## config.mk

```make
export PLATFORM = sky130hd
export DESIGN_NAME = tpo_cross
export DESIGN_NICKNAME = d
export VERILOG_FILES = /design/src/rtl/triangle_pair_overlap_2d_defines.svh /design/src/rtl/tpo_pkg.sv /design/src/rtl/tpo_cross.sv
export SDC_FILE = /design/constraint.sdc
export NUM_CORES = 2
export LEC_CHECK = 0
export BUFFER_PORTS_ARGS = -buffer_cell sky130_fd_sc_hd__buf_2
export CORE_MARGIN = 2
export CORE_UTILIZATION = 45
export DETAILED_ROUTE_END_ITERATION = 10
export GPL_ROUTABILITY_DRIVEN = 1
export GPL_TIMING_DRIVEN = 0
export SYNTH_ARGS = -nofsm -noshare
export SYNTH_HDL_FRONTEND = slang
export SYNTH_SLANG_ARGS = --single-unit
```

## constraint.sdc

```tcl
create_clock -name clk -period 10.7 [get_ports clk]
set_clock_uncertainty 0.05 [all_clocks]
set_input_delay 0.535 -clock clk [delete_from_list [all_inputs] [get_ports clk]]
set_output_delay 0.535 -clock clk [all_outputs]
set_load 0.01 [all_outputs]
```

## src/rtl/triangle_pair_overlap_2d_defines.svh

```systemverilog
// ---------------------------------------------------------------------------
// Assertion macros for the triangle pair overlap block.
// ---------------------------------------------------------------------------
`ifndef TRIANGLE_PAIR_OVERLAP_2D_DEFINES_SVH
`define TRIANGLE_PAIR_OVERLAP_2D_DEFINES_SVH
`ifndef SYNTH
`define TPO_ASSERT_IMP(label, clk, rst_n, ante, cons) \
	label: assert property (@(posedge clk) disable iff (!rst_n) (ante) |-> (cons)) \
	else $error("assertion failed");
`define TPO_ASSERT_NEXT(label, clk, rst_n, ante, cons) \
	label: assert property (@(posedge clk) disable iff (!rst_n) (ante) |=> (cons)) \
	else $error("assertion failed");
`else
`define TPO_ASSERT_IMP(label, clk, rst_n, ante, cons)
`define TPO_ASSERT_NEXT(label, clk, rst_n, ante, cons)
`endif
`endif

```

## src/rtl/tpo_pkg.sv

```systemverilog
// ---------------------------------------------------------------------------
// Triangle pair overlap package
// Shared widths and types.
// ---------------------------------------------------------------------------
package tpo_pkg;
	localparam int COORD_BITS = 20;
	localparam int FRAC_BITS = 16;
	localparam int DIFF_BITS = COORD_BITS + 1;
	localparam int PROD_BITS = 2 * DIFF_BITS;
	localparam int CROSS_BITS = PROD_BITS + 1;
	localparam int LIM_BITS = CROSS_BITS + FRAC_BITS + 2;
	localparam int TOL_BITS = 16;
	localparam int EPS_BITS = 12;
	localparam logic [1:0] REG_VMT = 2'd0;
	localparam logic [1:0] REG_PTOL = 2'd1;
	localparam logic [1:0] REG_EPS = 2'd2;

	typedef logic signed [COORD_BITS-1:0] coord_t;
	typedef logic signed [DIFF_BITS-1:0] diff_t;
	typedef logic signed [PROD_BITS-1:0] prod_t;
	typedef logic signed [CROSS_BITS-1:0] cross_t;
	typedef logic signed [LIM_BITS-1:0] lim_t;

	typedef struct packed {
		logic [TOL_BITS-1:0] vmt;
		logic [TOL_BITS-1:0] ptol;
		logic [EPS_BITS-1:0] eps;
	} cfg_t;
endpackage

```

## src/rtl/tpo_cross.sv

```systemverilog
// ---------------------------------------------------------------------------
// Cross product unit
// Two-stage signed cross product px*qy - py*qx of coordinate differences.
// ---------------------------------------------------------------------------
module tpo_cross import tpo_pkg::*; (
	input  logic   clk,
	input  logic   en,
	input  diff_t  px,
	input  diff_t  py,
	input  diff_t  qx,
	input  diff_t  qy,
	output cross_t res
);
	prod_t m0_q, m1_q;
	cross_t r_q;

	always_ff @(posedge clk) begin
		if (en) begin
			m0_q <= prod_t'(px) * prod_t'(qy);
			m1_q <= prod_t'(py) * prod_t'(qx);
			r_q <= cross_t'(m0_q) - cross_t'(m1_q);
		end
	end

	assign res = r_q;
endmodule

```

==> impl_results.md <==
* Status: finished, final reports clean
* Worst skew pair latency at 0.42 ns
* FP Rows at 107
* Cell with the largest stage delay on the worst path: fa_1
* Io pins at roughly 130
* Setup TNS at 0 ns
* Hold Path Class: input port to flip-flop
* Clock Tree Buf Depth at 2
* Seq/Total Area, Yosys at about 9.8%
* Endpoints failing setup at 0
* WL per Instance at 18.28 µm
* Reg clk slew, reported paths at 0.06 ns
* Max Fclk at ~120 MHz
* Detailed-route DRC error count at 0
* CP required at about 11 ns
* Initial core utilization at between 40% and 50%
* Postcts setup bufs at 0
* Routed WL at 99470 µm
* Synth Flop Type: edfxtp_1
* Final instance area at 0.04169 mm²
* First-pass GRT wire length at 159400 µm
* Crit start category: input port
* Clock root buffer: clkbuf_16
* Final cycle utilization of the critical path at between 70 and 80%
* Crit Path Max Fanout at 10
* CP top delay family: adder cells
* # hold bufs at CTS at 0
* MaxCap Viol Count at 0
* Worst path cell trace: buf_2 -> clkbuf_1 -> nand2_1 -> fa_1 -> inv_1 -> fa_1 -> inv_1 -> fa_1 -> inv_1 -> fa_1 -> fa_1 -> fa_1 -> inv_1 -> fa_1 -> inv_1 -> ha_1 -> o21ai_0 -> nor4_1 -> nand3_1 -> a311oi_1 -> a21oi_1 -> nor3b_1 -> or3_1 -> o211ai_1
* Final hold violation count at 0
* Library cells used by synthesis at 66
* Initial DRT Pass Iterations at 5
* Initial antenna violation count at 4
* Worst EP arrival at 8.44 ns
* CP max stage delay at about 0.64 ns
* Nets at 5553
* FFs w/ async S/R, synth at 0%
* Layout area overhead at 6.884%
* Routed Antenna Nets at 0
* Most frequent cell after synthesis: inv_1
* Share of cells above drive strength 1 at 4.119%
* Via count at 27770
* Die X at 298.4 µm
* Slew headroom at 23.30%
* Synth area leader: fa_1
* Final WS setup at 2.370 ns
* Total CTS buffers at 17
* Remaining Overflow, GRT at 0
* Post-cts resize count at 0
* Detailed Route Iter0 Violations at 1676
* Layout Utilization at 48.73%
* RSZ-0062 raised after global routing: false
* Cell mode on critical path: fa_1
* Die height at 298.4 µm
* Core ar. at 0.08555 mm²
* Critical Path Sink Type: flip-flop
* Area of the mapped netlist at 0.03900 mm²
* Largest net degree at the start of global routing at 70
* Via density at 5.101
* Dpl ws at roughly 2.0 ns
* Port Buf Inserts at 128
* Routability cong. at a little over 0.9
* H-tree depth at 4
* Most frequent cells after synthesis: 1068 x inv_1, 919 x fa_1, 493 x nand2_1
* Post-detail-place hpwl at between 80000 and 90000 µm
* Global-route usage over all layers at between 20% and 30%
* Period minus WS final at 8.330 ns
* Post-synth EDFFs at ~130
* Critical path class: input port to flip-flop
* Syn avg cell area at about 9.4 µm²
* Crit path buf inv count at 7
* YS warnings at 0
* Slew Limit Fails at 0
* Slew @ Worst Pin at 1.136 ns
* Syn Nets at ~5400
* Top-area cell type share of the netlist area at 47.17%
* Area after DPL at 0.04111 mm²
* CTS Sinks at ~130
* Clock tree from TritonCTS: yes
* Die area at between 0.08 and 0.09 mm²
* Number of global-route vias before repair at 29250
* Cell count after synthesis at roughly 4100
* Synth area leaders: fa_1 47%, inv_1 10%, edfxtp_1 9.8%
* Flops & latches, synth at 127
[layout by cell type, fill, tap and decap left out, drive strengths merged, types with 19 or more instances in the layout]
| master | count |
|---|---|
| a21o | 61 |
| xor2 | 26 |
| buf | 131 |
| nand2b | 22 |
| nand2 | 493 |
| xnor2 | 92 |
| o21ai | 53 |
| edfxtp | 127 |
| and2 | 408 |
| nor2 | 90 |
| fa | 919 |
| inv | 1075 |
| nand3 | 24 |
| a21oi | 109 |
| ha | 264 |
| clkbuf | 194 |
| nor3 | 19 |
| o21bai | 26 |
[path summary, 6_finish.rpt]
check	from	to	slack, ns	cells after the start
max	qx[6]	m1_q[41]$_DFFE_PP_	2.37	24
min	qy[0]	m0_q[0]$_DFFE_PP_	0.49	2
max reg2reg	m0_q[0]$_DFFE_PP_	res[30]$_DFFE_PP_	6.20	12
min reg2reg	m1_q[0]$_DFFE_PP_	res[0]$_DFFE_PP_	0.64	2
[layer usage]
metal,wire (µm),track usage (%)
met3,6951,4.035
met5,23,0
met2,47980,38.80
met1,41270,31.45
met4,3242,6.796
[sequential cells by signal, summed over array words and instances (netlist names)]
name	cells
res	43
m0_q	42
m1_q	42
[metrics by stage]
| step | instances | hold WS, ns |
|---|---|---|
| floorplan | 4136 | 0.5567 |
| global placement | 5408 | 0.6192 |
| detailed placement | 5409 | 0.6217 |
| CTS | 5441 | 0.4797 |
| global route | 5441 | 0.4762 |
| finish | 5443 | 0.4886 |
[kinds of logic (layout without fill, tap and decap cells)]
logic type / count (synthesis) / count (layout) / synth area share [%]
AOI/OAI and AO/OA: 335 / 335 / 5.608
xor gates and xnor gates: 118 / 118 / 2.650
adders and majority gates: 1183 / 1183 / 55.64
buffers and inverters: 1248 / 1409 / 12.03
DFF: 127 / 127 / 9.778
muxes: 3 / 3 / 0.07700
other: 0 / 2 / 0
and+or+nand+nor: 1122 / 1122 / 14.22
[final cells by class]
type	instances	area, µm²
diodes	2	5.005
plain buffers	179	679.4
clock buffers	17	425.4
clock inverters	15	148.9
fillers	8191	43860
inverters	1069	4013
multi-input cells	2761	30500
flip-flops and latches	127	3814
well taps	1144	1431
repair buffers	129	674.4
[worst register-to-register path: cells and delay by family (launching register included)]
family,cells,cell delay [ns]
simple gates,2,0.32
compound gates,7,2.75
fa+ha+maj,2,0.63
buf+inv,1,0.05
flops,1,0.35
Power is left out: the tool's default activity adds up to more than one toggle a clock period on the data nets, which glitch-free logic cannot reach.
